==> src/rtl/distance_smoothing_sleep_controller_macros.svh <==
// ----------------------------------------------------------------------------
// Distance smoothing sleep controller assertion macros
// Shared concurrent assertion forms, sampled on clk and disabled in reset.
// ----------------------------------------------------------------------------
`ifndef DISTANCE_SMOOTHING_SLEEP_CONTROLLER_MACROS_SVH
`define DISTANCE_SMOOTHING_SLEEP_CONTROLLER_MACROS_SVH

// same-cycle implication
`define DSSC_ASSERT_NOW(label, ante, cons, msg) \
    label: assert property (@(posedge clk) disable iff (!rst_n) (ante) |-> (cons)) \
        else $error(msg);

// next-cycle implication
`define DSSC_ASSERT_NEXT(label, ante, cons, msg) \
    label: assert property (@(posedge clk) disable iff (!rst_n) (ante) |=> (cons)) \
        else $error(msg);

`endif

==> src/rtl/dssc_pkg.sv <==
// ----------------------------------------------------------------------------
// dssc_pkg
// Types, widths and codes shared by the distance smoothing sleep controller.
// ----------------------------------------------------------------------------
package dssc_pkg;

    localparam int DIST_BITS  = 13;
    localparam int COUNT_BITS = 16;
    localparam int FAIL_BITS  = 6;
    localparam int REG_BITS   = 16;
    localparam int IDX_BITS   = 3;
    localparam int CMP_BITS   = ((COUNT_BITS > REG_BITS) ? COUNT_BITS : REG_BITS) + 2;

    localparam logic [FAIL_BITS-1:0]  FAIL_MAX  = {FAIL_BITS{1'b1}};
    localparam logic [COUNT_BITS-1:0] COUNT_MAX = {COUNT_BITS{1'b1}};

    localparam logic [IDX_BITS-1:0] REG_STABLE_BAND   = 3'd0;
    localparam logic [IDX_BITS-1:0] REG_SLEEP_AFTER   = 3'd1;
    localparam logic [IDX_BITS-1:0] REG_FADE_WINDOW   = 3'd2;
    localparam logic [IDX_BITS-1:0] REG_MAX_AWAKE     = 3'd3;
    localparam logic [IDX_BITS-1:0] REG_FAILURE_LIMIT = 3'd4;

    typedef enum logic [1:0] {
        ACT_RENDER = 2'd0,
        ACT_FADE   = 2'd1,
        ACT_HOLD   = 2'd2,
        ACT_ASLEEP = 2'd3
    } action_t;

    typedef struct packed {
        logic [7:0]           stable_band_mm;
        logic [REG_BITS-1:0]  sleep_after_frames;
        logic [REG_BITS-1:0]  fade_window_frames;
        logic [REG_BITS-1:0]  max_awake_frames;
        logic [FAIL_BITS-1:0] failure_limit;
    } cfg_t;

    typedef struct packed {
        logic [DIST_BITS-1:0]  last_distance;
        logic [DIST_BITS-1:0]  shown_distance;
        logic [DIST_BITS-1:0]  reference_distance;
        logic [COUNT_BITS-1:0] stable_frames;
        logic [1:0]            stable_mod3;
        logic [COUNT_BITS-1:0] awake_frames;
        logic [FAIL_BITS-1:0]  failed_reads;
        logic                  sleeping;
    } state_t;

    typedef struct packed {
        logic                 feed_watchdog;
        logic                 restart_request;
        logic                 asleep;
        logic                 wake_up;
        logic                 go_to_sleep;
        action_t              frame_action;
        logic [DIST_BITS-1:0] shown_mm;
    } result_t;

endpackage

==> src/rtl/distance_smoothing_sleep_controller.sv <==
// ----------------------------------------------------------------------------
// distance_smoothing_sleep_controller
// Smooths sensor distance per frame and decides fade, sleep and wake actions.
// ----------------------------------------------------------------------------
//  channel   direction  signals                           content
//  s_*       in         s_tvalid s_tready s_tdata[15:0]   one frame: read outcome, sample
//  m_*       out        m_tvalid m_tready m_tdata[23:0]   one frame result
//  cfg_*     in         cfg_we cfg_index cfg_wdata        register writes, no read-back
//
//  One frame per cycle while m_tready allows; the result is registered at acceptance and shown in the next cycle.
//  State updates at acceptance; a single output register holds the result.
//  s_tready stays high while the output register is empty or being taken.
//  A stalled m_tready holds the result and blocks only the next frame.
//  Reset restores register defaults and clears all frame state.
// ----------------------------------------------------------------------------
`include "distance_smoothing_sleep_controller_macros.svh"

module distance_smoothing_sleep_controller (
    input  logic                               clk,
    input  logic                               rst_n,
    input  logic                               s_tvalid,
    output logic                               s_tready,
    input  logic [15:0]                        s_tdata,   // read_ok, sample_mm[12:0], pad
    output logic                               m_tvalid,
    input  logic                               m_tready,
    output logic [23:0]                        m_tdata,   // shown_mm[12:0], frame_action[1:0],
                                                          // go_to_sleep, wake_up, asleep,
                                                          // restart_request, feed_watchdog, pad
    input  logic                               cfg_we,
    input  logic [dssc_pkg::IDX_BITS-1:0]      cfg_index,
    input  logic [dssc_pkg::REG_BITS-1:0]      cfg_wdata
);

    localparam int RES_BITS = $bits(dssc_pkg::result_t);

    dssc_pkg::cfg_t    cfg_reg;
    dssc_pkg::state_t  state_reg;
    dssc_pkg::state_t  state_next;
    dssc_pkg::result_t result_reg;
    dssc_pkg::result_t result_next;
    logic              out_valid_reg;
    logic              s_accept;

    assign s_tready = !out_valid_reg || m_tready;
    assign s_accept = s_tvalid && s_tready;
    assign m_tvalid = out_valid_reg;
    assign m_tdata  = {{(24 - RES_BITS){1'b0}}, result_reg};

    dssc_step u_step (
        .cfg        (cfg_reg),
        .state      (state_reg),
        .read_ok    (s_tdata[0]),
        .sample_mm  (s_tdata[dssc_pkg::DIST_BITS:1]),
        .state_next (state_next),
        .result     (result_next)
    );

    always_ff @(posedge clk or negedge rst_n)
    begin
        if (!rst_n)
        begin
            cfg_reg.stable_band_mm     <= 8'd7;
            cfg_reg.sleep_after_frames <= 16'd300;
            cfg_reg.fade_window_frames <= 16'd60;
            cfg_reg.max_awake_frames   <= 16'd1800;
            cfg_reg.failure_limit      <= 6'd32;
        end
        else if (cfg_we)
        begin
            unique case (cfg_index)
                dssc_pkg::REG_STABLE_BAND:   cfg_reg.stable_band_mm     <= cfg_wdata[7:0];
                dssc_pkg::REG_SLEEP_AFTER:   cfg_reg.sleep_after_frames <= cfg_wdata;
                dssc_pkg::REG_FADE_WINDOW:   cfg_reg.fade_window_frames <= cfg_wdata;
                dssc_pkg::REG_MAX_AWAKE:     cfg_reg.max_awake_frames   <= cfg_wdata;
                dssc_pkg::REG_FAILURE_LIMIT:
                    cfg_reg.failure_limit <= cfg_wdata[dssc_pkg::FAIL_BITS-1:0];
                default:
                begin
                end
            endcase
        end
    end

    always_ff @(posedge clk or negedge rst_n)
    begin
        if (!rst_n)
        begin
            state_reg     <= '0;
            out_valid_reg <= 1'b0;
        end
        else
        begin
            if (s_accept)
            begin
                state_reg     <= state_next;
                out_valid_reg <= 1'b1;
            end
            else if (m_tready)
            begin
                out_valid_reg <= 1'b0;
            end
        end
    end

    always_ff @(posedge clk)
    begin
        if (s_accept)
        begin
            result_reg <= result_next;
        end
    end

    `DSSC_ASSERT_NOW(a_ready_when_empty, !out_valid_reg, s_tready,
        "input stalled with empty output register")
    `DSSC_ASSERT_NOW(a_restart_clean, out_valid_reg && result_reg.restart_request,
        (result_reg.shown_mm == '0) && !result_reg.asleep && !result_reg.feed_watchdog,
        "restart transaction carries nonzero fields")
    `DSSC_ASSERT_NOW(a_sleep_pulse_asleep, out_valid_reg && result_reg.go_to_sleep,
        result_reg.asleep,
        "sleep pulse without asleep flag")
    `DSSC_ASSERT_NOW(a_asleep_action, out_valid_reg && result_reg.asleep,
        result_reg.frame_action == dssc_pkg::ACT_ASLEEP,
        "sleeping frame without asleep action")
    `DSSC_ASSERT_NEXT(a_restart_clears, s_accept && result_next.restart_request,
        (state_reg.failed_reads == '0) && !state_reg.sleeping,
        "state not cleared after restart")

endmodule

==> src/rtl/dssc_step.sv <==
// ----------------------------------------------------------------------------
// dssc_step
// Per-frame update: failure count and restart, smoothing, stability and sleep decision.
// ----------------------------------------------------------------------------
module dssc_step (
    input  dssc_pkg::cfg_t                   cfg,
    input  dssc_pkg::state_t                 state,
    input  logic                             read_ok,
    input  logic [dssc_pkg::DIST_BITS-1:0]   sample_mm,
    output dssc_pkg::state_t                 state_next,
    output dssc_pkg::result_t                result
);

    localparam int DB = dssc_pkg::DIST_BITS;
    localparam int CB = dssc_pkg::COUNT_BITS;
    localparam int MB = dssc_pkg::CMP_BITS;

    logic [dssc_pkg::FAIL_BITS-1:0] failed_next;
    logic                           restart;
    logic [DB-1:0]                  last_d;
    logic signed [DB:0]             gap;
    logic signed [DB:0]             gap_q;
    logic signed [DB:0]             diff;
    logic [DB:0]                    diff_abs;
    logic                           in_band;
    logic [CB-1:0]                  stable_new;
    logic [1:0]                     mod3_new;
    logic                           sleeping1;
    logic                           woke;
    logic [CB-1:0]                  awake1;
    logic [CB-1:0]                  awake2;
    logic signed [MB-1:0]           window_start;
    logic                           sleep_hit;
    logic                           sleep_pulse;
    logic                           sleeping2;
    dssc_pkg::action_t              action;

    always_comb
    begin
        if (read_ok)
        begin
            failed_next = '0;
        end
        else if (state.failed_reads == dssc_pkg::FAIL_MAX)
        begin
            failed_next = state.failed_reads;
        end
        else
        begin
            failed_next = state.failed_reads + 1'b1;
        end
        restart = !read_ok && (failed_next > cfg.failure_limit);
        last_d  = read_ok ? sample_mm : state.last_distance;

        // quarter step, truncated toward zero
        gap   = $signed({1'b0, last_d}) - $signed({1'b0, state.shown_distance});
        gap_q = gap >>> 2;
        if (gap[DB] && (gap[1:0] != 2'b00))
        begin
            gap_q = gap_q + $signed({{DB{1'b0}}, 1'b1});
        end

        diff     = $signed({1'b0, last_d}) - $signed({1'b0, state.reference_distance});
        diff_abs = diff[DB] ? (-diff) : diff;
        in_band  = (MB)'(diff_abs) < (MB)'(cfg.stable_band_mm);

        if (!in_band)
        begin
            stable_new = '0;
            mod3_new   = 2'd0;
        end
        else if (state.stable_frames == dssc_pkg::COUNT_MAX)
        begin
            stable_new = state.stable_frames;
            mod3_new   = state.stable_mod3;
        end
        else
        begin
            stable_new = state.stable_frames + 1'b1;
            mod3_new   = (state.stable_mod3 == 2'd2) ? 2'd0 : state.stable_mod3 + 2'd1;
        end

        woke      = !in_band && state.sleeping;
        sleeping1 = state.sleeping && in_band;
        awake1    = woke ? '0 : state.awake_frames;
        if (!sleeping1 && (awake1 != dssc_pkg::COUNT_MAX))
        begin
            awake2 = awake1 + 1'b1;
        end
        else
        begin
            awake2 = awake1;
        end

        window_start = $signed((MB)'(cfg.sleep_after_frames))
                     - $signed((MB)'(cfg.fade_window_frames));
        sleep_hit = ((MB)'(stable_new) > (MB)'(cfg.sleep_after_frames))
                 || ((MB)'(awake2) > (MB)'(cfg.max_awake_frames));
        sleep_pulse = sleep_hit && !sleeping1;
        sleeping2   = sleeping1 || sleep_hit;

        if (sleep_hit || sleeping2)
        begin
            action = dssc_pkg::ACT_ASLEEP;
        end
        else if ($signed((MB)'(stable_new)) > window_start)
        begin
            action = (mod3_new == 2'd0) ? dssc_pkg::ACT_FADE : dssc_pkg::ACT_HOLD;
        end
        else
        begin
            action = dssc_pkg::ACT_RENDER;
        end

        if (restart)
        begin
            state_next                 = '0;
            result                     = '0;
            result.frame_action        = dssc_pkg::ACT_RENDER;
            result.restart_request     = 1'b1;
        end
        else
        begin
            state_next.last_distance      = last_d;
            state_next.shown_distance     = state.shown_distance + gap_q[DB-1:0];
            state_next.reference_distance = in_band ? state.reference_distance : last_d;
            state_next.stable_frames      = stable_new;
            state_next.stable_mod3        = mod3_new;
            state_next.awake_frames       = awake2;
            state_next.failed_reads       = failed_next;
            state_next.sleeping           = sleeping2;

            result.shown_mm        = state_next.shown_distance;
            result.frame_action    = action;
            result.go_to_sleep     = sleep_pulse;
            result.wake_up         = woke;
            result.asleep          = sleeping2;
            result.restart_request = 1'b0;
            result.feed_watchdog   = read_ok;
        end
    end

endmodule
==> config.mk <==
export PLATFORM = sky130hd
export DESIGN_NAME = distance_smoothing_sleep_controller
export DESIGN_NICKNAME = d
export VERILOG_FILES = /design/src/rtl/dssc_pkg.sv /design/src/rtl/distance_smoothing_sleep_controller.sv /design/src/rtl/dssc_step.sv
export VERILOG_INCLUDE_DIRS = /design/src /design/src/rtl
export SDC_FILE = /design/constraint.sdc
export NUM_CORES = 1
export LEC_CHECK = 0
export ABC_AREA = 0
export BUFFER_PORTS_ARGS = -buffer_cell sky130_fd_sc_hd__buf_2
export CAP_MARGIN = 20
export CORE_ASPECT_RATIO = 0.5
export CORE_MARGIN = 2
export CORE_UTILIZATION = 50
export CTS_CLUSTER_DIAMETER = 120
export DETAILED_ROUTE_END_ITERATION = 16
export GPL_TIMING_DRIVEN = 1
export PLACE_DENSITY = 0.72
export SLEW_MARGIN = 10
export SYNTH_ARGS = -nofsm -noshare
export SYNTH_HDL_FRONTEND = slang
export SYNTH_SLANG_ARGS = --single-unit
==> constraint.sdc <==
create_clock -name clk -period 9.75 [get_ports clk]
set_clock_uncertainty 0.1 [all_clocks]
set_input_delay 1.4625 -clock clk [delete_from_list [all_inputs] [get_ports clk]]
set_output_delay 1.4625 -clock clk [all_outputs]
set_load 0.005 [all_outputs]
* After elaboration in Yosys (flattened, before gate mapping)
Cells that the tools add are included.
Operators by class: $lt $le $gt $ge 5, muxes and demuxes 20, equality and inequality tests 9, $add $sub $neg 10, reductions and logical operators 25
Operators by type and width (number):
- $mux W80 | 1
- $mux W16 | 4
- $mux W13 | 3
- $add A16 B1 Y16 const B | 2
- $gt A16 B16 Y1 | 2
- $sub A13 B13 Y14 | 2
- $mux W19 | 1
- $gt A17 B18 Y1 | 1
- $sub A16 B16 Y17 | 1
- $eq A16 B16 Y1 const B | 1
- $ne A16 B16 Y1 const B | 1
- $lt A14 B8 Y1 | 1
- $mux W14 | 1
- $neg A14 Y14 | 1
- $add A12 B2 Y13 const B | 1
- $add A13 B13 Y13 | 1
- $mux W2 | 6
- $mux W6 | 2
- $reduce_and A2 Y1 | 6
- $logic_and A1 B1 Y1 | 7
- $add A6 B1 Y6 const B | 1
- $eq A3 B2 Y1 const B | 2
- $eq A6 B6 Y1 const B | 1
- $gt A6 B6 Y1 | 1
- other kinds (11) | 19
Word-level totals: word-level logic and storage cells 90, output and inout port bits 26, register bits 163, bits of input ports 40

* Depth between registers and ports, before layout
depth in word-level cells 17, mapped depth 43, gate-level depth less buffers 40

* Hierarchy
Synthesis repeated with hierarchy kept, for this count alone.
Second synthesis, totals: cell total of the unflattened synthesis 1266, area, all modules 12320.6 µm²
Modules (own cells, without submodules):
- dssc_step | cells an instance 933, seq. area each 0.0 µm², times used 1, area each 6318.6 µm²
- distance_smoothing_sleep_controller | cells an instance 333, seq. area each 4199.0 µm², times used 1, area each 6002.0 µm²

* Worst setup path before layout
No wires, ideal clock.
kind input to register, from in s_tdata[0], to reg result_reg (netlist bit m_tdata[13]), data pin, setup time 286 ps, stages 43, required time 9364 ps, path slack 721 ps, arrival 8643 ps, path through buf_1 -> buf_1 -> mux2i_1 -> inv_1 -> ha_1 -> a21o_1 -> a21oi_1 -> a21bo_2 -> nor2_1 -> o21a_1 -> nand2_1 -> o21ai_0 -> ha_1 -> a21boi_0 -> o21ai_0 -> nand2b_1 -> a211oi_1 -> o21ai_0 -> (+7 left out) -> nor3_2 -> a31oi_1 -> nand4_1 -> nor2_1 -> nand3_1 -> xor2_1 -> nor2_1 -> ha_1 -> a21oi_1 -> nor2b_1 -> o21ai_0 -> nand2b_1 -> a21oi_1 -> nor2b_1 -> o21ai_0 -> o211ai_1 -> a32oi_1 -> o221ai_1
On the way: longest elaborated chain between the ends 16
RTL lines:
- start: declaration | line distance_smoothing_sleep_controller.sv:23 | input logic [15:0] s_tdata,
- branches (longest 16 deep; another with $add A16 B1 Y16)
- end signal: assignment | line distance_smoothing_sleep_controller.sv:109 | result_reg <= result_next;
- end: declaration | line distance_smoothing_sleep_controller.sv:39 | dssc_pkg::result_t result_reg;
Several ways; the timed one is not identified. A chain may end at the register's enable or synchronous reset.

* Worst setup path in the final report
from in s_tdata[0], to reg result_reg (netlist bit m_tdata[17]), data pin
On the way: longest elaborated chain between the ends 14
RTL lines:
- branches (longest 14 deep; another with $add A16 B1 Y16)
Several ways; the timed one is not identified.

==> metrics <==
Crit Path Max Fanout=21; drt total wl=28.6 mm; pin count of the biggest net entering global routing=82; # fillers=2053; dominant cell type by area after synthesis=dfrtp_1; CP endpoint kind=flip-flop; #FFs+latches synth=163; Final Util=56.9%; Final WS setup=934 ps; RSZ-0062 raised after global routing=no; Buf/Inv on CP=2; Final Max Tran Viols=0; DRC violations left=0; post-route ant nets=0; Post-synth EDFFs=20; Area Overhead vs Synth=10.4%; die width=222 um; worst rel slew slack=37.0%; grt ovf=0; Avg Inst Size Synth=8.90 sq um; CTS tree=built; antenna violations before repair=0; Worst path most repeated cell=o21ai_0; max_cap viols=0; Crit Path Class=input port to flip-flop; Clock Sinks=163; hold_sp=state_reg[70]; Ports=66; fmax=113 MHz; sequential share of the synthesized area=35.3%; CP top delay family=compound AO/OA/AOI/OAI gates; H-tree Lvls=4; root buffer cell=clkbuf_16; Reg clk slew, reported paths=70 ps; post-synth cell types=85; Worst Max-Slew Pin Slew=944 ps; cells on worst reg2reg path=40; Main synth FF type=dfrtp_1; RePlAce Congestion=0.866; Worst R2R End=m_tdata[17]; CTS Buf Count=17; Final Power=4.12 mW; CP required=9830 ps; FF-to-FF setup slack=1990 ps; peak supply drop=0.231 mV; CP arrival=8900 ps; PwrDens=314 nW/um^2; Ys Warns=0; R2R Path Start=state_reg[76]; most numerous cell in the Yosys netlist=nand2_1; Min Clock Period, post-route=8820 ps; share of cells above drive strength 1=13.0%; Hold Fails Final Rpt=0; initial DRC count=753; top cells by area, synth=dfrtp_1 (27%), ha_1 (13%), edfxtp_1 (5.1%); vias in the first global route=9776; Worst Hold Depth=2; setup slack after placement=89.1 ps; FFs w/ async S/R, synth=87.7%; drt pass-1 iters=5; initial core utilization=51.5%; Final Cycle Share=90.4%; CTS Buffer Depth=2; vias per cell=5.80; Synth top area share=26.7%; WHS Endpoint=state_reg[70]; top cells by count, synth=nand2_1 (143), dfrtp_1 (127), ha_1 (121), inv_1 (118), o21ai_0 (110); WL per Instance=16.8 um; Pleak=6.02 nW; total die area=25100 sq um; row cnt=39; status=completed; Worst-Skew Late Latency=460 ps; first-pass GRT wire length=48.3 mm; core area=23100 sq um; setup_tns=0 ps; startpoint class of the critical path=input port; cts hold-fix bufs=0; max reg flops=80; die span in y=113 um; overall routing resource usage=24.0%; hold crit path type=flip-flop to flip-flop; via count=9874; port bufs=59; mapped cell area=11900 sq um; Total Nets Final=1548; Mapped Cells=1336; largest stage delay on the critical path=400 ps; ant diodes=0; Slowest cell on crit path=o31ai_2; DP HPWL=20.8 mm; final setup fails=0
## worst max-delay path by stage
| stage | slack, ps | cells after the start | from | to |
|---|---|---|---|---|
| final | 930 | 41 | s_tdata[0] | m_tdata[17] |
| after global routing | 8 | 41 | s_tdata[0] | m_tdata[13] |
| after CTS | 510 | 41 | s_tdata[0] | m_tdata[17] |
| after detailed placement | 90 | 41 | s_tdata[0] | m_tdata[17] |
| after global placement | 250 | 41 | s_tdata[0] | m_tdata[17] |
| after floorplan | 720 | 43 | s_tdata[0] | m_tdata[13] |
## area by class of cell
cell class,instances,area [sq um],area share [%]
repair buffers,79,459,3.50
clock inverters,15,165,1.26
flip-flops and latches,163,4200,32.0
inverters,120,450,3.43
clock buffers,17,425,3.24
well taps,307,384,2.93
multi-input cells,1002,7040,53.7
## logic make-up after synthesis
kind of cell	count (synthesis)	share of synthesized area, %
simple gates	421	17.3
compound gates	344	19.3
buf+inv	174	5.99
flops	163	35.3
fa+ha+maj	125	13.4
xor+xnor	69	5.15
mux	39	3.52
other cells	1	0.0316
## worst reg2reg max path: cells and delay by family (launching register included)
family / cells / cell delay (ps)
adder cells (fa/ha/maj): 4 / 1120
XOR/XNOR: 1 / 200
AND/OR/NAND/NOR: 14 / 1830
flip-flops: 1 / 390
multiplexers: 1 / 230
AO/OA/AOI/OAI: 19 / 3490
buffers and inverters: 1 / 130
## placed cells by master (no fill, tap or decap), types with 26 or more instances in the layout
| cell type | synthesis | layout |
|---|---|---|
| nand2_1 | 143 | 142 |
| dfrtp_1 | 127 | 127 |
| ha_1 | 121 | 121 |
| inv_1 | 118 | 117 |
| o21ai_0 | 110 | 109 |
| nor2_1 | 89 | 89 |
| buf_2 | 2 | 58 |
| a21oi_1 | 54 | 54 |
| xnor2_1 | 41 | 41 |
| nand3_1 | 38 | 38 |
| xor2_1 | 27 | 27 |
| o31ai_1 | 26 | 26 |
## per-stage QoR
stage,hold slack [ps],cell area [sq um],instances
6_report,379,13100,1703
5_1_grt,398,13100,1703
4_1_cts,380,13100,1701
3_5_place_dp,367,12500,1669
3_3_place_gp,359,12500,1669
2_1_floorplan,348,11900,1339
## power by group
part | total [mW] | internal, mW | switching (mW)
logic | 2.40 | 1.02 | 1.38
registers | 1.03 | 0.929 | 0.0975
clock network | 0.695 | 0.399 | 0.296
## per-layer routing
layer / vias up / track usage [%] / share of wire (%)
met1: 4762 / 31.9 / 47
met5: - / 0 / 0
met3: 36 / 4.36 / 4.3
met4: 0 / 7.03 / 1.4
li1: 4850 / - / -
met2: 226 / 40.3 / 48
## timing repair
action | CTS | global route
gates resized for setup | 0 | 6
endpoints found under the hold margin | 0 | 0
buffers inserted | 0 | 0
endpoints found under the setup margin | 0 | 5
No activity file was read; power rests on OpenSTA's default activity.
